<file path="config.mk">
export PLATFORM = sky130hd
export DESIGN_NAME = column_to_span_converter_flat
export DESIGN_NICKNAME = d
export VERILOG_FILES = /design/src/sv/cts_pkg.sv /design/src/sv/cts_if.sv /design/src/sv/column_to_span_converter.sv /design/src/sv/cts_begin_mem.sv /design/src/sv/cts_seq.sv /design/src/flat_wrapper.sv
export SDC_FILE = /design/constraint.sdc
export NUM_CORES = 1
export LEC_CHECK = 0
export ABC_AREA = 1
export BUFFER_PORTS_ARGS = -buffer_cell sky130_fd_sc_hd__buf_2
export CAP_MARGIN = 10
export CELL_PAD_IN_SITES_DETAIL_PLACEMENT = 1
export CELL_PAD_IN_SITES_GLOBAL_PLACEMENT = 2
export CORE_AREA = 2 2 293 324
export DETAILED_ROUTE_END_ITERATION = 8
export DIE_AREA = 0 0 295 326
export PLACE_DENSITY = 0.6
export SLEW_MARGIN = 0
export SYNTH_ARGS = -nofsm -noshare
export SYNTH_HDL_FRONTEND = slang
export SYNTH_SLANG_ARGS = --single-unit
</file>
<file path="constraint.sdc">
create_clock -name clk -period 7.34 [get_ports clk]
set_input_delay 1.468 -clock clk [delete_from_list [all_inputs] [get_ports clk]]
set_output_delay 1.468 -clock clk [all_outputs]
set_load 0.1 [all_outputs]
</file>
<file path="src/sv/cts_pkg.sv">
// Shared constants and types for the column to span converter.
package cts_pkg;

  localparam int unsigned HEIGHT = 64;
  localparam int unsigned WIDTH  = 256;

  localparam int unsigned ROW_W  = $clog2(HEIGHT);
  localparam int unsigned TOP_W  = ROW_W + 1;
  localparam int unsigned XIN_W  = 9;
  localparam int unsigned XS_W   = 8;

  typedef logic [ROW_W-1:0] row_t;
  typedef logic [TOP_W-1:0] top_t;
  typedef logic [XIN_W-1:0] xin_t;
  typedef logic [XS_W-1:0]  xcol_t;

  typedef struct packed {
    logic  valid;
    row_t  row;
    xcol_t x_end;
    logic  last;
  } rd_req_t;

  typedef struct packed {
    logic  en;
    row_t  addr;
    xcol_t data;
  } mem_wr_t;

endpackage

</file>
<file path="src/sv/cts_if.sv">
// Handshake channels for columns in and spans out.
interface column_if;
  import cts_pkg::*;
  logic valid;
  logic ready;
  xin_t column_x;
  top_t column_top;
  row_t column_bottom;
  logic plane_start;

  modport source (output valid, column_x, column_top, column_bottom, plane_start,
                  input ready);
  modport sink (input valid, column_x, column_top, column_bottom, plane_start,
                output ready);
endinterface

interface span_if;
  import cts_pkg::*;
  logic  valid;
  logic  ready;
  row_t  span_row;
  xcol_t span_x_begin;
  xcol_t span_x_end;
  logic  last_of_run;

  modport source (output valid, span_row, span_x_begin, span_x_end, last_of_run,
                  input ready);
  modport sink (input valid, span_row, span_x_begin, span_x_end, last_of_run,
                output ready);
endinterface

</file>
<file path="src/sv/column_to_span_converter.sv">
// Top level: column to span converter with span output register.
//
//   port     | dir | payload
//   columns  | in  | column_x, column_top, column_bottom, plane_start
//   spans    | out | span_row, span_x_begin, span_x_end, last_of_run
//
// Each column first closes the rows it leaves, paced by the start-column memory read
// and the output register, then records each newly covered row.
// A column is taken only while the sequencer is idle; the last span may still wait.
// rst clears the sequencer, the stored extent and the output valid; the start
// column memory is not cleared. A stalled span output holds further closes.
module column_to_span_converter
  import cts_pkg::*;
(
  input  logic    clk,
  input  logic    rst,
  column_if.sink  columns,
  span_if.source  spans
);

  rd_req_t rd;
  logic    rd_en;
  row_t    rd_addr;
  mem_wr_t wr;
  xcol_t   rd_data;
  logic    out_free;

  assign out_free = !spans.valid || spans.ready;

  cts_seq u_seq (
    .clk      (clk),
    .rst      (rst),
    .columns  (columns),
    .out_free (out_free),
    .rd       (rd),
    .rd_en    (rd_en),
    .rd_addr  (rd_addr),
    .wr       (wr)
  );

  cts_begin_mem u_mem (
    .clk     (clk),
    .wr      (wr),
    .rd_en   (rd_en),
    .rd_addr (rd_addr),
    .rd_data (rd_data)
  );

  always_ff @(posedge clk) begin
    if (rst) begin
      spans.valid <= 1'b0;
    end else begin
      if (rd.valid) begin
        spans.valid <= 1'b1;
      end else if (spans.ready) begin
        spans.valid <= 1'b0;
      end
    end
    if (rd.valid) begin
      spans.span_row     <= rd.row;
      spans.span_x_begin <= rd_data;
      spans.span_x_end   <= rd.x_end;
      spans.last_of_run  <= rd.last;
    end
  end

endmodule

</file>
<file path="src/sv/cts_begin_mem.sv">
// Per-row span start column memory, one write and one registered read port.
module cts_begin_mem
  import cts_pkg::*;
(
  input  logic    clk,
  input  mem_wr_t wr,
  input  logic    rd_en,
  input  row_t    rd_addr,
  output xcol_t   rd_data
);

  xcol_t mem [HEIGHT];

  always_ff @(posedge clk) begin
    if (wr.en) begin
      mem[wr.addr] <= wr.data;
    end
    if (rd_en) begin
      rd_data <= mem[rd_addr];
    end
  end

endmodule

</file>
<file path="src/sv/cts_seq.sv">
// Row sequencer: closes left rows through memory reads, then records opened rows.
module cts_seq
  import cts_pkg::*;
(
  input  logic    clk,
  input  logic    rst,
  column_if.sink  columns,
  input  logic    out_free,
  output rd_req_t rd,
  output logic    rd_en,
  output row_t    rd_addr,
  output mem_wr_t wr
);

  typedef enum logic [1:0] {S_IDLE, S_CLOSE, S_OPEN} state_t;

  state_t state;
  top_t   t1;
  row_t   b1;
  top_t   t2;
  row_t   b2;
  xcol_t  x;
  top_t   prev_top;
  row_t   prev_bottom;

  logic   closing;
  top_t   t2_in;
  row_t   b2_in;
  logic   accept;
  logic   top_cond;
  logic   bot_cond;
  logic   more;
  top_t   t1_inc;
  row_t   b1_dec;
  logic   issue;
  logic   otop_cond;
  logic   obot_cond;
  xcol_t  x_end;

  assign columns.ready = (state == S_IDLE);
  assign accept        = columns.valid && columns.ready;

  always_comb begin
    closing = int'(columns.column_x) >= int'(WIDTH);
    if (closing || int'(columns.column_top) > int'(HEIGHT)) begin
      t2_in = TOP_W'(HEIGHT);
    end else begin
      t2_in = columns.column_top;
    end
    if (closing) begin
      b2_in = '0;
    end else if (int'(columns.column_bottom) > int'(HEIGHT) - 1) begin
      b2_in = ROW_W'(HEIGHT - 1);
    end else begin
      b2_in = columns.column_bottom;
    end
  end

  always_comb begin
    t1_inc   = t1 + TOP_W'(1);
    b1_dec   = b1 - ROW_W'(1);
    top_cond = (t1 < t2) && (t1 <= {1'b0, b1});
    bot_cond = (b1 > b2) && ({1'b0, b1} >= t1);
    if (top_cond) begin
      more = ((t1_inc < t2) && (t1_inc <= {1'b0, b1})) ||
             ((b1 > b2) && ({1'b0, b1} >= t1_inc));
    end else begin
      more = (b1_dec > b2) && ({1'b0, b1_dec} >= t1);
    end
    issue     = (state == S_CLOSE) && (top_cond || bot_cond) && !rd.valid && out_free;
    rd_en     = issue;
    rd_addr   = top_cond ? t1[ROW_W-1:0] : b1;
    otop_cond = (t2 < t1) && (t2 <= {1'b0, b2});
    obot_cond = (b2 > b1) && ({1'b0, b2} >= t2);
    x_end     = x - XS_W'(1);
    wr.en     = (state == S_OPEN) && (otop_cond || obot_cond);
    wr.addr   = otop_cond ? t2[ROW_W-1:0] : b2;
    wr.data   = x;
  end

  always_ff @(posedge clk) begin
    if (rst) begin
      state       <= S_IDLE;
      rd.valid    <= 1'b0;
      prev_top    <= TOP_W'(HEIGHT);
      prev_bottom <= '0;
    end else begin
      rd.valid <= issue;
      if (issue) begin
        rd.row   <= rd_addr;
        rd.x_end <= x_end;
        rd.last  <= !more;
      end
      unique case (state)
        S_IDLE: begin
          if (accept) begin
            if (columns.plane_start) begin
              t1 <= TOP_W'(HEIGHT);
              b1 <= '0;
            end else begin
              t1 <= prev_top;
              b1 <= prev_bottom;
            end
            t2          <= t2_in;
            b2          <= b2_in;
            x           <= columns.column_x[XS_W-1:0];
            prev_top    <= t2_in;
            prev_bottom <= b2_in;
            state       <= S_CLOSE;
          end
        end
        S_CLOSE: begin
          if (!(top_cond || bot_cond)) begin
            state <= S_OPEN;
          end else if (issue) begin
            if (top_cond) begin
              t1 <= t1_inc;
            end else begin
              b1 <= b1_dec;
            end
            if (!more) begin
              state <= S_OPEN;
            end
          end
        end
        S_OPEN: begin
          if (otop_cond) begin
            t2 <= t2 + TOP_W'(1);
          end else if (obot_cond) begin
            b2 <= b2 - ROW_W'(1);
          end else begin
            state <= S_IDLE;
          end
        end
        default: state <= S_IDLE;
      endcase
    end
  end

endmodule

</file>
<file path="src/flat_wrapper.sv">
// flat-port wrapper written by rule: the top's interface ports become plain ports
module column_to_span_converter_flat import cts_pkg::*;
  (clk, rst, columns_valid, columns_column_x, columns_column_top, columns_column_bottom, columns_plane_start, columns_ready, spans_valid, spans_span_row, spans_span_x_begin, spans_span_x_end, spans_last_of_run, spans_ready);
  column_if columns_i ();
  span_if spans_i ();
  input  logic clk;
  input  logic rst;
  input wire logic [$bits(columns_i.valid)-1:0] columns_valid;
  input wire logic [$bits(columns_i.column_x)-1:0] columns_column_x;
  input wire logic [$bits(columns_i.column_top)-1:0] columns_column_top;
  input wire logic [$bits(columns_i.column_bottom)-1:0] columns_column_bottom;
  input wire logic [$bits(columns_i.plane_start)-1:0] columns_plane_start;
  output wire logic [$bits(columns_i.ready)-1:0] columns_ready;
  output wire logic [$bits(spans_i.valid)-1:0] spans_valid;
  output wire logic [$bits(spans_i.span_row)-1:0] spans_span_row;
  output wire logic [$bits(spans_i.span_x_begin)-1:0] spans_span_x_begin;
  output wire logic [$bits(spans_i.span_x_end)-1:0] spans_span_x_end;
  output wire logic [$bits(spans_i.last_of_run)-1:0] spans_last_of_run;
  input wire logic [$bits(spans_i.ready)-1:0] spans_ready;
  assign columns_i.valid = columns_valid;
  assign columns_i.column_x = columns_column_x;
  assign columns_i.column_top = columns_column_top;
  assign columns_i.column_bottom = columns_column_bottom;
  assign columns_i.plane_start = columns_plane_start;
  assign columns_ready = columns_i.ready;
  assign spans_valid = spans_i.valid;
  assign spans_span_row = spans_i.span_row;
  assign spans_span_x_begin = spans_i.span_x_begin;
  assign spans_span_x_end = spans_i.span_x_end;
  assign spans_last_of_run = spans_i.last_of_run;
  assign spans_i.ready = spans_ready;
  column_to_span_converter u_core (.clk(clk), .rst(rst), .columns(columns_i), .spans(spans_i));
endmodule
</file>
==> results.json <==
{
  "end_kind": "flop",
  "rsz0062_at_grt": "false",
  "max_freq_ghz": 0.210,
  "synth-seq-cells": 609,
  "grt_max_degree": 129,
  "place_ws_ns": 2.37,
  "finClkSkew_ns": 0.0286,
  "power.total_mw": 8.83,
  "drt-total-wl_um": 88700,
  "die_x_um": 295,
  "arrival_ns": 5.13,
  "postSynthCellCount": 2717,
  "yosysWarnings": 0,
  "max-cap-violations": 0,
  "cts_resized": 0,
  "multiInputGateArea_um2": 7200,
  "ir_drop_v": 0.000147,
  "dr.pass1.iters": 5,
  "drc_errors": 0,
  "cp_data_required_time_ns": 7.71,
  "cts_root_buf": "clkbuf_16",
  "numCtsBuffers": 71,
  "fin_crit_sh_pct": 64.8,
  "grt_first_pass_wirelength_um": 132000,
  "powerDensity_nw_per_um2": 281,
  "clk_pin_slew_ns": 0.06,
  "start_util_pct": 29.7,
  "holdPathStages": 0,
  "synth_area_per_cell_um2": 10.2,
  "drive_gt1_share_pct": 7.25,
  "antenna_cells": 0,
  "io_buffers": 51,
  "area_growth_pct": 13.6,
  "cts_buffer_depth": 3,
  "tightest_slew_ns": 1.16,
  "setup-violations-final": 0,
  "grt.overflow.total": 0,
  "grt_pass1_vias": 19896,
  "wl_per_cell_um": 21.8,
  "clk_latency_ns": 0.62,
  "slew_violations": 0,
  "antenna_found_initial": 0,
  "syn_area_um2": 27700,
  "cts.sinks": 609,
  "ant_nets": 0,
  "hold_viol_final": 0,
  "hpwl_um": 54300,
  "viasPerCell": 4.65,
  "seqCellArea_um2": 18100,
  "critPathKind": "flop to flop",
  "die_h_um": 326,
  "final_nets": 2834,
  "via_count": 18929,
  "fin_tns_setup_ns": 0,
  "cts_hold_repair.buffers": 0,
  "hold_path_class": "flop to flop",
  "slew_headroom_pct": 22.4,
  "cts_tree": "yes",
  "ys_seq_area_share_pct": 65.4,
  "coreArea_um2": 93200,
  "crit_fanout": 116,
  "rows": 118,
  "synth_fp_nets": 2795,
  "fillers": 10394,
  "place_congestion": 0.807,
  "p_leak_nw": 12.9,
  "start_kind": "flop",
  "post-route-min-period_ns": 4.76,
  "gr-usage-all-layers_pct": 18.5,
  "synthDistinctLibCells": 39,
  "outcome": "complete, no violations",
  "cts_setup_buffers": 0,
  "fin_ws_ns": 2.58,
  "htree_levels": 3,
  "io_pins": 52,
  "reg2regPathDepth": 18,
  "drt_iter0_drc": 978,
  "fin_util_pct": 33.8,
  "dieArea_um2": 96200
}
==> metal layers <==
metal	vias up	routed length, um	global-route usage, %
met5	-	0	0
met4	0	2580	6.04
met3	122	2690	2.41
met2	297	43500	31.6
met1	9498	39900	24.3
li1	9012	-	-
==> cell families (layout without fill, tap and decap cells) <==
kind of cell	count (synthesis)	in the layout	share of synthesized area (%)
buffers and inverters	600	695	8.81
AND/OR/NAND/NOR	1334	1334	20.7
flip-flops	609	609	65.4
AO/OA/AOI/OAI	101	101	2.05
XOR/XNOR	22	22	0.696
adder cells (fa/ha/maj)	51	51	2.30
==> final timing paths <==
| path | startpoint | endpoint | slack (ns) |
|---|---|---|---|
| max | u_core.u_seq.b1[0] | u_core.u_mem.rd_data[6] | 2.58 |
| min | u_core.u_seq.rd[13] | u_core.spans.span_row[4] | 0.42 |
| max reg2reg | u_core.u_seq.b1[0] | u_core.u_mem.rd_data[6] | 2.58 |
| min reg2reg | u_core.u_seq.rd[13] | u_core.spans.span_row[4] | 0.42 |
==> layout make-up <==
type | count | area share (%)
clock buffer | 91 | 6.16
clock inverter | 38 | 0.919
multi-input combinational | 1508 | 22.9
tap | 1260 | 5.01
inverter | 485 | 5.79
timing repair buffer | 81 | 1.65
sequential | 609 | 57.6
==> flip-flops by register name (all words and copies together), names as in the netlist <==
signal                     count
u_core.spans.span_row          6
u_core.u_mem.rd_data           8
u_core.u_seq.state             2
u_core.u_seq.x                 8
u_core.u_seq.rd               16
u_core.u_seq.prev_top          7
u_core.u_seq.t1                7
u_core.u_seq.b2                6
u_core.spans.span_x_begin      8
u_core.u_mem.mem             512
u_core.u_seq.prev_bottom       6
u_core.spans.valid             1
u_core.u_seq.b1                6
u_core.u_seq.t2                7
u_core.spans.span_x_end        8
u_core.spans.last_of_run       1
==> where the power goes <==
group / internal [mW] / total (mW) / switching, mW
clock network: 1.98 / 3.46 / 1.48
registers: 3.86 / 3.90 / 0.0411
logic: 0.370 / 1.47 / 1.10
total: 6.21 / 8.83 / 2.62
==> cell usage in the layout, fill, tap and decap left out, types with 6 or more instances in the layout <==
cell        count
a21oi_1        28
nor2_1        105
ha_1           51
buf_4          27
buf_2          51
clkinv_1       11
o21ai_0        46
xor2_1         18
nor3_1          8
clkinvlp_4      6
dfxtp_1        17
nand3_1       490
inv_1         482
clkbuf_1       16
nand4_1         6
clkinv_2       13
nand3b_1        9
nand2_1       702
edfxtp_1      592
clkbuf_16      75
==> stage by stage <==
step	instances	hold slack, ns	instance area, um^2
6_report	4072	0.417	31500
5_1_grt	4072	0.433	31500
4_1_cts	4072	0.420	31500
3_5_place_dp	3943	0.406	29200
3_3_place_gp	3942	0.405	29200
2_1_floorplan	2717	0.400	27700
==> cells in the mapped netlist <==
| library cell | count | area share [%] |
|---|---|---|
| a21boi_0 | 2 | 0.054 |
| a21o_1 | 3 | 0.081 |
| a21oi_1 | 28 | 0.51 |
| a21oi_2 | 1 | 0.032 |
| a22oi_1 | 2 | 0.054 |
| a31oi_1 | 3 | 0.068 |
| buf_1 | 8 | 0.11 |
| buf_2 | 66 | 1.2 |
| buf_4 | 26 | 0.70 |
| buf_6 | 1 | 0.041 |
| clkbuf_1 | 14 | 0.19 |
| dfxtp_1 | 17 | 1.2 |
| edfxtp_1 | 592 | 64 |
| ha_1 | 51 | 2.3 |
| inv_1 | 482 | 6.5 |
| inv_2 | 3 | 0.041 |
| nand2_1 | 702 | 9.5 |
| nand2_2 | 3 | 0.068 |
| nand2_4 | 1 | 0.041 |
| nand3_1 | 490 | 8.9 |
| nand3_4 | 1 | 0.063 |
| nand3b_1 | 9 | 0.24 |
| nand4_1 | 6 | 0.14 |
| nand4_2 | 1 | 0.045 |
| nor2_1 | 106 | 1.4 |
| nor2_2 | 1 | 0.023 |
| nor3_1 | 9 | 0.16 |
| nor4_1 | 3 | 0.068 |
| o211ai_1 | 2 | 0.054 |
| o21a_1 | 1 | 0.027 |
| o21ai_0 | 46 | 0.83 |
| o21ai_1 | 5 | 0.090 |
| o21ai_2 | 4 | 0.13 |
| o22ai_1 | 3 | 0.068 |
| o311ai_2 | 1 | 0.059 |
| or2_2 | 1 | 0.023 |
| or3_1 | 1 | 0.023 |
| xnor2_1 | 4 | 0.13 |
| xor2_1 | 18 | 0.57 |
==> critical path: stages, from the launching register on <==
cell and delay [ns]:
edfxtp_1 0.61, inv_1 0.28, ha_1 0.37, nand2_1 0.06
nand3_1 0.07, nand2_1 0.05, nand2_1 0.06, nand2_2 0.10
nand3_4 0.26, nand2_4 0.32, nand2_8 0.70, buf_4 0.53
nand2_1 0.10, nand3_1 0.11, nand3_1 0.14, nand3_1 0.16
nand3_1 0.15, nand3_1 0.28, nand2_1 0.08
(Power assumes the default switching activity.)
